[src/rtl/echo_pulse_range_capture_defines.svh]
// Assertion macros shared by the echo pulse range capture RTL.
// No dependencies; files that check their logic include this header by name.
`ifndef ECHO_PULSE_RANGE_CAPTURE_DEFINES_SVH
`define ECHO_PULSE_RANGE_CAPTURE_DEFINES_SVH

`ifndef SYNTHESIS
`define EPR_ASSERT_IMP(lbl, ck, rn, ante, cons) \
  lbl: assert property (@(posedge ck) disable iff (!rn) (ante) |-> (cons)) \
    else $error("echo pulse range capture: check failed");
`define EPR_ASSERT_NXT(lbl, ck, rn, ante, cons) \
  lbl: assert property (@(posedge ck) disable iff (!rn) (ante) |=> (cons)) \
    else $error("echo pulse range capture: check failed");
`else
`define EPR_ASSERT_IMP(lbl, ck, rn, ante, cons)
`define EPR_ASSERT_NXT(lbl, ck, rn, ante, cons)
`endif

`endif

[src/rtl/epr_pkg.sv]
// Types and constants of the echo pulse range capture block.
// No dependencies; imported by every module of the block.
package epr_pkg;

  localparam int DATA_W      = 32;
  localparam int CLK_W       = 21;
  localparam int DIV_W       = CLK_W + 1;
  localparam int DIST_W      = 16;
  localparam int CH_FIELD_W  = 3;
  localparam int PAIR_W      = 2;
  localparam int MODE_W      = 2;
  localparam int CNT_W       = $clog2(DATA_W);
  localparam int CFG_IDX_W   = 2;
  localparam int IN_TDATA_W  = 40;
  localparam int OUT_TDATA_W = 24;
  localparam int OUT_PAD_W   = OUT_TDATA_W - DIST_W - CH_FIELD_W;

  localparam logic [DATA_W-1:0] SOUND_MM_PER_MS = 32'd343;
  localparam logic [CLK_W-1:0]  CLOCK_KHZ_RST   = 21'd180000;
  localparam logic [DIST_W-1:0] MIN_DIST_RST    = 16'd20;
  localparam logic [DIST_W-1:0] MAX_DIST_RST    = 16'd4000;

  localparam logic [CFG_IDX_W-1:0] REG_CLOCK_KHZ = 2'd0;
  localparam logic [CFG_IDX_W-1:0] REG_MIN_DIST  = 2'd1;
  localparam logic [CFG_IDX_W-1:0] REG_MAX_DIST  = 2'd2;

  typedef enum logic [MODE_W-1:0] {
    MODE_EDGE    = 2'd0,
    MODE_TRIGGER = 2'd1,
    MODE_PROCESS = 2'd2
  } mode_t;

  typedef enum logic [1:0] {
    PH_IDLE   = 2'd0,
    PH_RISING = 2'd1,
    PH_DONE   = 2'd2
  } phase_t;

  typedef enum logic [2:0] {
    S_IDLE,
    S_SPAN,
    S_MUL,
    S_START,
    S_DIV,
    S_EMIT
  } state_t;

  // Commands from the controller to the datapath.
  typedef struct packed {
    logic accept;
    logic edge_wr;
    logic trig_clr;
    logic span_ld;
    logic mul_ld;
    logic div_start;
    logic emit;
    logic hi;
  } cmd_t;

  // Status from the datapath to the controller.
  typedef struct packed {
    logic div_busy;
    logic div_done;
    logic out_free;
  } sts_t;

endpackage

[src/rtl/epr_div.sv]
// Radix-2 restoring divider, one quotient bit per cycle.
// Depends on epr_pkg and the assertion macros header.
`include "echo_pulse_range_capture_defines.svh"

module epr_div import epr_pkg::*; (
  input  logic              clk,
  input  logic              rst_n,
  input  logic              start,
  input  logic [DATA_W-1:0] dividend,
  input  logic [DIV_W-1:0]  divisor,
  output logic              busy,
  output logic              done,
  output logic [DATA_W-1:0] quotient
);

  logic              busy_r, busy_nxt;
  logic              done_r, done_nxt;
  logic [CNT_W-1:0]  cnt_r, cnt_nxt;
  logic [DIV_W-1:0]  rem_r, rem_nxt;
  logic [DATA_W-1:0] quo_r, quo_nxt;
  logic [DIV_W-1:0]  div_r, div_nxt;
  logic [DIV_W:0]    trial;
  logic              fits;

  // The quotient register also holds the dividend bits not yet shifted in.
  assign trial = {rem_r, quo_r[DATA_W-1]};
  assign fits  = trial >= {1'b0, div_r};

  always_comb begin
    busy_nxt = busy_r;
    done_nxt = done_r;
    cnt_nxt  = cnt_r;
    rem_nxt  = rem_r;
    quo_nxt  = quo_r;
    div_nxt  = div_r;
    if (start) begin
      busy_nxt = 1'b1;
      done_nxt = 1'b0;
      cnt_nxt  = '0;
      rem_nxt  = '0;
      quo_nxt  = dividend;
      div_nxt  = divisor;
    end else if (busy_r) begin
      rem_nxt = fits ? DIV_W'(trial - {1'b0, div_r}) : DIV_W'(trial);
      quo_nxt = {quo_r[DATA_W-2:0], fits};
      cnt_nxt = cnt_r + 1'b1;
      if (cnt_r == CNT_W'(DATA_W - 1)) begin
        busy_nxt = 1'b0;
        done_nxt = 1'b1;
      end
    end
  end

  always_ff @(posedge clk) begin
    if (!rst_n) begin
      busy_r <= 1'b0;
      done_r <= 1'b0;
      cnt_r  <= '0;
    end else begin
      busy_r <= busy_nxt;
      done_r <= done_nxt;
      cnt_r  <= cnt_nxt;
    end
    rem_r <= rem_nxt;
    quo_r <= quo_nxt;
    div_r <= div_nxt;
  end

  assign busy     = busy_r;
  assign done     = done_r;
  assign quotient = quo_r;

  `EPR_ASSERT_IMP(a_rem_below_divisor, clk, rst_n, done_r && (div_r != '0), rem_r < div_r)

endmodule

[src/rtl/epr_dp.sv]
// Datapath: configuration registers, per-channel capture state, span,
// multiply, divider, range check and output register. Depends on epr_pkg,
// epr_div and the assertion macros header.
`include "echo_pulse_range_capture_defines.svh"

module epr_dp import epr_pkg::*; #(
  parameter int CHANNELS = 8
) (
  input  logic                   clk,
  input  logic                   rst_n,
  input  cmd_t                   cmd,
  output sts_t                   sts,
  input  logic [IN_TDATA_W-1:0]  in_tdata,
  output logic                   out_tvalid,
  input  logic                   out_tready,
  output logic [OUT_TDATA_W-1:0] out_tdata,
  output logic                   out_tuser,
  output logic                   out_tlast,
  input  logic                   cfg_valid,
  output logic                   cfg_ready,
  input  logic [CFG_IDX_W-1:0]   cfg_index,
  input  logic [CLK_W-1:0]       cfg_data
);

  localparam int CH_W = $clog2(CHANNELS);

  logic [CH_FIELD_W-1:0] in_ch;
  logic [PAIR_W-1:0]     in_pair;
  logic                  in_level;
  logic [DATA_W-1:0]     in_stamp;

  logic [CLK_W-1:0]  clock_khz_r;
  logic [DIST_W-1:0] min_dist_r;
  logic [DIST_W-1:0] max_dist_r;

  logic [DATA_W-1:0] rise_r  [CHANNELS];
  logic [DATA_W-1:0] rise_nxt[CHANNELS];
  logic [DATA_W-1:0] fall_r  [CHANNELS];
  logic [DATA_W-1:0] fall_nxt[CHANNELS];
  phase_t            phase_r  [CHANNELS];
  phase_t            phase_nxt[CHANNELS];

  logic [PAIR_W-1:0] pair_r;
  logic [CH_W-1:0]   sel;
  logic [DATA_W-1:0] span_r;
  logic              done_r;
  logic [DATA_W-1:0] prod_r;

  logic              div_busy;
  logic              div_done;
  logic [DATA_W-1:0] quo;
  logic              in_range;

  logic                  out_valid_r;
  logic [CH_FIELD_W-1:0] out_ch_r;
  logic [DIST_W-1:0]     out_dist_r;
  logic                  out_ok_r;
  logic                  out_last_r;

  assign in_ch    = in_tdata[2:0];
  assign in_pair  = in_tdata[4:3];
  assign in_level = in_tdata[5];
  assign in_stamp = in_tdata[37:6];

  // Configuration is taken in any cycle; a write to an unknown index is dropped.
  assign cfg_ready = 1'b1;

  always_ff @(posedge clk) begin
    if (!rst_n) begin
      clock_khz_r <= CLOCK_KHZ_RST;
      min_dist_r  <= MIN_DIST_RST;
      max_dist_r  <= MAX_DIST_RST;
    end else if (cfg_valid) begin
      unique case (cfg_index)
        REG_CLOCK_KHZ: clock_khz_r <= cfg_data;
        REG_MIN_DIST:  min_dist_r  <= cfg_data[DIST_W-1:0];
        REG_MAX_DIST:  max_dist_r  <= cfg_data[DIST_W-1:0];
        default: ;
      endcase
    end
  end

  // Each channel decodes its own edge and trigger updates, so no entry is
  // read at a second, event-chosen address.
  always_comb begin
    rise_nxt  = rise_r;
    fall_nxt  = fall_r;
    phase_nxt = phase_r;
    for (int i = 0; i < CHANNELS; i++) begin
      if (cmd.edge_wr && (int'(in_ch) == i)) begin
        if (in_level) begin
          rise_nxt[i]  = in_stamp;
          phase_nxt[i] = PH_RISING;
        end else if (phase_r[i] == PH_RISING) begin
          fall_nxt[i]  = in_stamp;
          phase_nxt[i] = PH_DONE;
        end
      end
      if (cmd.trig_clr && (int'(in_pair) == (i >> 1))) begin
        phase_nxt[i] = PH_IDLE;
      end
    end
  end

  always_ff @(posedge clk) begin
    if (!rst_n) begin
      for (int i = 0; i < CHANNELS; i++) begin
        rise_r[i]  <= '0;
        fall_r[i]  <= '0;
        phase_r[i] <= PH_IDLE;
      end
    end else begin
      rise_r  <= rise_nxt;
      fall_r  <= fall_nxt;
      phase_r <= phase_nxt;
    end
  end

  assign sel = CH_W'({pair_r, cmd.hi});

  always_ff @(posedge clk) begin
    if (cmd.accept) begin
      pair_r <= in_pair;
    end
    if (cmd.span_ld) begin
      span_r <= fall_r[sel] - rise_r[sel];
      done_r <= (phase_r[sel] == PH_DONE);
    end
    if (cmd.mul_ld) begin
      prod_r <= DATA_W'(span_r * SOUND_MM_PER_MS);
    end
  end

  epr_div u_div (
    .clk      (clk),
    .rst_n    (rst_n),
    .start    (cmd.div_start),
    .dividend (prod_r),
    .divisor  ({clock_khz_r, 1'b0}),
    .busy     (div_busy),
    .done     (div_done),
    .quotient (quo)
  );

  // A zero clock means a zero divisor, which never gives a valid reading.
  assign in_range = done_r && (clock_khz_r != '0)
                 && (quo >= DATA_W'(min_dist_r)) && (quo <= DATA_W'(max_dist_r));

  always_ff @(posedge clk) begin
    if (!rst_n) begin
      out_valid_r <= 1'b0;
    end else if (cmd.emit) begin
      out_valid_r <= 1'b1;
    end else if (out_tready) begin
      out_valid_r <= 1'b0;
    end
    if (cmd.emit) begin
      out_ch_r   <= CH_FIELD_W'({pair_r, cmd.hi});
      out_dist_r <= in_range ? quo[DIST_W-1:0] : '0;
      out_ok_r   <= in_range;
      out_last_r <= cmd.hi;
    end
  end

  assign sts.div_busy = div_busy;
  assign sts.div_done = div_done;
  assign sts.out_free = !out_valid_r || out_tready;

  assign out_tvalid = out_valid_r;
  assign out_tdata  = {{OUT_PAD_W{1'b0}}, out_dist_r, out_ch_r};
  assign out_tuser  = out_ok_r;
  assign out_tlast  = out_last_r;

  `EPR_ASSERT_IMP(a_emit_into_free_slot, clk, rst_n, cmd.emit, sts.out_free)
  `EPR_ASSERT_IMP(a_invalid_reads_zero, clk, rst_n, out_valid_r && !out_ok_r, out_dist_r == '0)
  `EPR_ASSERT_IMP(a_last_is_odd_channel, clk, rst_n, out_valid_r && out_last_r, out_ch_r[0])

endmodule

[src/rtl/epr_ctrl.sv]
// Controller state machine: takes input words, decodes the event and steps the datapath
// through span, multiply, divide and emit. Depends on epr_pkg and the assertion macros header.
`include "echo_pulse_range_capture_defines.svh"

module epr_ctrl import epr_pkg::*; #(
  parameter int CHANNELS = 8
) (
  input  logic              clk,
  input  logic              rst_n,
  input  logic              in_tvalid,
  output logic              in_tready,
  input  logic [MODE_W-1:0] in_mode,
  input  logic [PAIR_W-1:0] in_pair,
  input  sts_t              sts,
  output cmd_t              cmd
);

  state_t state_r, state_nxt;
  logic   hi_r, hi_nxt;
  logic   accept;
  logic   pair_ok;

  // Both channels of the pair must exist.
  assign pair_ok = (int'({in_pair, 1'b0}) + 1) < CHANNELS;
  assign accept  = in_tvalid && (state_r == S_IDLE);

  always_comb begin
    state_nxt = state_r;
    hi_nxt    = hi_r;
    unique case (state_r)
      S_IDLE: begin
        hi_nxt = 1'b0;
        if (accept && (in_mode == MODE_PROCESS) && pair_ok) begin
          state_nxt = S_SPAN;
        end
      end
      S_SPAN:  state_nxt = S_MUL;
      S_MUL:   state_nxt = S_START;
      S_START: state_nxt = S_DIV;
      S_DIV: begin
        if (sts.div_done) begin
          state_nxt = S_EMIT;
        end
      end
      S_EMIT: begin
        if (sts.out_free) begin
          hi_nxt    = !hi_r;
          state_nxt = hi_r ? S_IDLE : S_SPAN;
        end
      end
      default: state_nxt = S_IDLE;
    endcase
  end

  always_comb begin
    in_tready     = (state_r == S_IDLE);
    cmd.accept    = accept;
    cmd.edge_wr   = accept && (in_mode == MODE_EDGE);
    cmd.trig_clr  = accept && (in_mode == MODE_TRIGGER) && pair_ok;
    cmd.span_ld   = (state_r == S_SPAN);
    cmd.mul_ld    = (state_r == S_MUL);
    cmd.div_start = (state_r == S_START);
    cmd.emit      = (state_r == S_EMIT) && sts.out_free;
    cmd.hi        = hi_r;
  end

  always_ff @(posedge clk) begin
    if (!rst_n) begin
      state_r <= S_IDLE;
      hi_r    <= 1'b0;
    end else begin
      state_r <= state_nxt;
      hi_r    <= hi_nxt;
    end
  end

  `EPR_ASSERT_IMP(a_idle_divider_quiet, clk, rst_n, state_r == S_IDLE, !sts.div_busy)

endmodule

[src/rtl/echo_pulse_range_capture.sv]
// Top level of the echo pulse range capture block.
// Depends on epr_pkg, epr_ctrl and epr_dp.
//
//   Port group  Direction  Carries
//   in_*        slave      one event word: mode, channel, pair, level, timestamp
//   out_*       master     one range word per channel of a processed pair
//   cfg_*       slave      writes to the clock rate and the minimum and maximum range
//
// Edge and trigger events are taken while the controller is idle. A process event
// steps each of its two channels in turn through span, multiply, divider start,
// the radix-2 divider and emit; no new word is taken until both are emitted. An
// emit waits while the output register is full. A single divider serves every
// channel. The second result is parked in the output register while the next
// word is taken. Reset is synchronous and clears all capture state.

module echo_pulse_range_capture import epr_pkg::*; #(
  parameter int CHANNELS = 8
) (
  input  logic                   clk,
  input  logic                   rst_n,
  input  logic                   in_tvalid,
  output logic                   in_tready,
  // [2:0] channel, [4:3] pair, [5] level, [37:6] timestamp, [39:38] zero
  input  logic [IN_TDATA_W-1:0]  in_tdata,
  // [1:0] mode
  input  logic [MODE_W-1:0]      in_tuser,
  output logic                   out_tvalid,
  input  logic                   out_tready,
  // [2:0] out_channel, [18:3] range in mm, [23:19] zero
  output logic [OUT_TDATA_W-1:0] out_tdata,
  // [0] valid_res
  output logic                   out_tuser,
  output logic                   out_tlast,
  input  logic                   cfg_valid,
  output logic                   cfg_ready,
  input  logic [CFG_IDX_W-1:0]   cfg_index,
  input  logic [CLK_W-1:0]       cfg_data
);

  cmd_t cmd;
  sts_t sts;

  epr_ctrl #(
    .CHANNELS (CHANNELS)
  ) u_ctrl (
    .clk       (clk),
    .rst_n     (rst_n),
    .in_tvalid (in_tvalid),
    .in_tready (in_tready),
    .in_mode   (in_tuser),
    .in_pair   (in_tdata[4:3]),
    .sts       (sts),
    .cmd       (cmd)
  );

  epr_dp #(
    .CHANNELS (CHANNELS)
  ) u_dp (
    .clk        (clk),
    .rst_n      (rst_n),
    .cmd        (cmd),
    .sts        (sts),
    .in_tdata   (in_tdata),
    .out_tvalid (out_tvalid),
    .out_tready (out_tready),
    .out_tdata  (out_tdata),
    .out_tuser  (out_tuser),
    .out_tlast  (out_tlast),
    .cfg_valid  (cfg_valid),
    .cfg_ready  (cfg_ready),
    .cfg_index  (cfg_index),
    .cfg_data   (cfg_data)
  );

endmodule

[config.mk]
export PLATFORM = sky130hd
export DESIGN_NAME = echo_pulse_range_capture
export DESIGN_NICKNAME = d
export VERILOG_FILES = /design/src/rtl/epr_pkg.sv /design/src/rtl/epr_div.sv /design/src/rtl/epr_dp.sv /design/src/rtl/epr_ctrl.sv /design/src/rtl/echo_pulse_range_capture.sv
export VERILOG_INCLUDE_DIRS = /design/src /design/src/rtl
export SDC_FILE = /design/constraint.sdc
export NUM_CORES = 2
export LEC_CHECK = 0
export BUFFER_PORTS_ARGS = -buffer_cell sky130_fd_sc_hd__buf_2
export CELL_PAD_IN_SITES_DETAIL_PLACEMENT = 0
export CELL_PAD_IN_SITES_GLOBAL_PLACEMENT = 1
export CORE_MARGIN = 5
export CORE_UTILIZATION = 55
export CTS_BUF_LIST = sky130_fd_sc_hd__clkbuf_8
export CTS_CLUSTER_DIAMETER = 60
export DETAILED_ROUTE_END_ITERATION = 7
export GPL_TIMING_DRIVEN = 0
export PLACE_DENSITY = 0.89
export SLEW_MARGIN = 20
export SYNTH_ARGS = -nofsm -noshare
export SYNTH_HDL_FRONTEND = slang
export SYNTH_HIERARCHICAL = 1
export SYNTH_SLANG_ARGS = --single-unit
[constraint.sdc]
create_clock -name clk -period 7.4 [get_ports clk]
set_input_delay 0.74 -clock clk [delete_from_list [all_inputs] [get_ports clk]]
set_output_delay 0.74 -clock clk [all_outputs]
set_load 0.05 [all_outputs]
==> run metrics <==
FP Rows just under 100; critical path fanouts, max 10; first-pass GRT wire length about 180,000 um; met3 Usage GRT approximately 5.2%; grt met1 use between 40% and 50%; Pre-antenna DRT Iters 6; Routed WL per cell 21.9 um; setup TNS 0 ns; GP Congestion 0.934; post-cts gate resize count 0; Crit path top cell by count buf_1; worst rel slew slack about 18%; Hold WC Path Type input port to flip-flop; GRT Max-Usage Layer met2; most frequent cells in the layout 1,199 x nand2_1, 615 x dfxtp_1, 515 x a21boi_0; post-layout net count 4,810; CP endpoint kind flip-flop; layout overhead on the synthesized area 10.5%; hpwl dp slightly below 90,000 um; Worst path max stage delay 0.85 ns; post-synthesis cell area around 40,000 um^2; Crit Path Category flip-flop to flip-flop; cts hold-fix bufs 0; WHS about 0.15 ns; Fillers about 6,400; critical path, cell by cell buf_1 > buf_1 > mux4_2 > mux2_2 > ha_1 > fa_1 > nor2b_1 > o31a_1 > o2111ai_2 > nand3_2 > o21ai_2 > a2111oi_2 > a311o_1 > a21oi_2 > xnor2_1; global-route track usage on met2 between 40% and 50%; final setup fails 0; vias in the first global route about 31,000; Max Cap Viol 0; full die area about 79,000 um^2; Core Area approximately 73,000 um^2; postcts setup bufs 0; clock-pin slew on the worst setup and hold paths roughly 0.060 ns; clock latency at the later pin of the worst-skew pair 0.80 ns; Req. time, crit path roughly 7.9 ns; CTS tree built; drt drc 0; CTS buffer count 130; Initial Util between 50% and 60%; actual slew at the worst max-slew pin about 1.2 ns; GRT overflow 0; power density over cell area 316 nW/um^2; status complete, no violations; Synth Instances 4,265; GRT Util Overall between 30% and 40%; CP Launch Type flip-flop; RSZ-0062 raised after global routing false; commonest non-fill, non-tap cell in the layout nand2_1; clock sinks about 760; static leakage between 15 and 20 nW; YS warnings 6; Crit-path slowest cell buf_1; CTS Root Cell clkbuf_8; Peak VDD IR between 0.4 and 0.5 mV; vias per cell ~5.8; via count 31,913; final WL roughly 120,000 um; multi-input logic area 21,500 um^2; 1st-iter DRT viols just under 3,000; die width 281 um; ratio of final minimum period to clock period 74.3%; H-tree depth 4; Crit path buffers/inverters 2; flop2flop setup slack 1.90 ns; die height about 280 um; syn_area_per_cell approximately 9.4 um^2; final period demand of the worst path 5.50 ns; initial antenna violation count 9; FF+latch area around 17,000 um^2; I/O Pins 99; largest net degree at the start of global routing 33; Final Hold Viols 0; IO buf count 57; clk buf depth 3; Max Slew Vio Count 0; share of layout cells above drive strength 1 between 10 and 15%; Max Clk Rate roughly 180 MHz; Arr. time, crit path approximately 6.0 ns; Setup Skew approximately 0.044 ns; CP top delay family buffers and inverters; antenna violation net count after detailed routing 0
stage by stage:
step	total power, W	cells	cell area (um^2)	setup slack (ns)	utilization, %
6_report	0.0141	5522	44500	1.90	61.1
5_1_grt	0.0150	5518	44500	1.71	61.1
4_1_cts	0.0141	5517	44500	1.97	61.1
3_5_place_dp	0.0102	5289	41800	2.02	57.4
3_3_place_gp	0.0101	5286	41800	1.76	57.3
2_1_floorplan	0.00886	4270	40300	2.96	-
area by class of cell:
| class | count | share of cell area [%] |
|---|---|---|
| clock buffer | 150 | 4.64 |
| inverter | 238 | 2.01 |
| buffer | 324 | 2.96 |
| multi-input combinational | 2952 | 48.4 |
| antenna | 5 | 0.0281 |
| clock inverter | 78 | 1.29 |
| timing repair buffer | 60 | 0.757 |
| tap | 959 | 2.70 |
| sequential | 756 | 37.2 |
power by group:
| part | total [W] | internal, W | switching, W | leakage, nW |
|---|---|---|---|---|
| combinational | 0.00539 | 0.00222 | 0.00317 | 8.72 |
| clock | 0.00389 | 0.00211 | 0.00178 | 1.53 |
| sequential | 0.00479 | 0.00465 | 0.000133 | 6.28 |
| total | 0.0141 | 0.00899 | 0.00509 | 16.5 |
path summary, 6_finish.rpt:
path,from,end,cells past startpoint
max,u_dp/pair_r[0]$_DFFE_PP_,u_dp/span_r[30]$_DFFE_PP_,15
min,in_tdata[4],u_dp/pair_r[1]$_DFFE_PP_,1
max reg2reg,u_dp/pair_r[0]$_DFFE_PP_,u_dp/span_r[30]$_DFFE_PP_,15
min reg2reg,u_dp/clock_khz_r[14]$_SDFFE_PN0P_,u_dp/u_div/div_r[15]$_DFFE_PP_,0
sequential cells by signal (all words and copies together) (netlist names), 2 cells and up:
signal,count
u_dp/pair_r,2
u_dp/u_div/quotient,32
u_dp/u_div/cnt_r,5
u_dp/min_dist_r,16
u_dp/u_div/rem_r,22
u_dp/span_r,32
u_dp/max_dist_r,16
u_dp/out_ch_r,3
u_dp/clock_khz_r,21
u_dp/phase_r,16
u_dp/out_dist_r,16
u_dp/u_div/div_r,22
u_dp/rise_r,256
u_dp/fall_r,256
u_ctrl/state_r,3
u_dp/prod_r,32
metal layers:
metal  wire length [um]  up-vias
li1                   -    14873
met1              49600    15434
met2              55600     1323
met3               9620      281
met4               6240        2
met5                 19        -
Note: power is estimated with default switching activity, not from simulation.
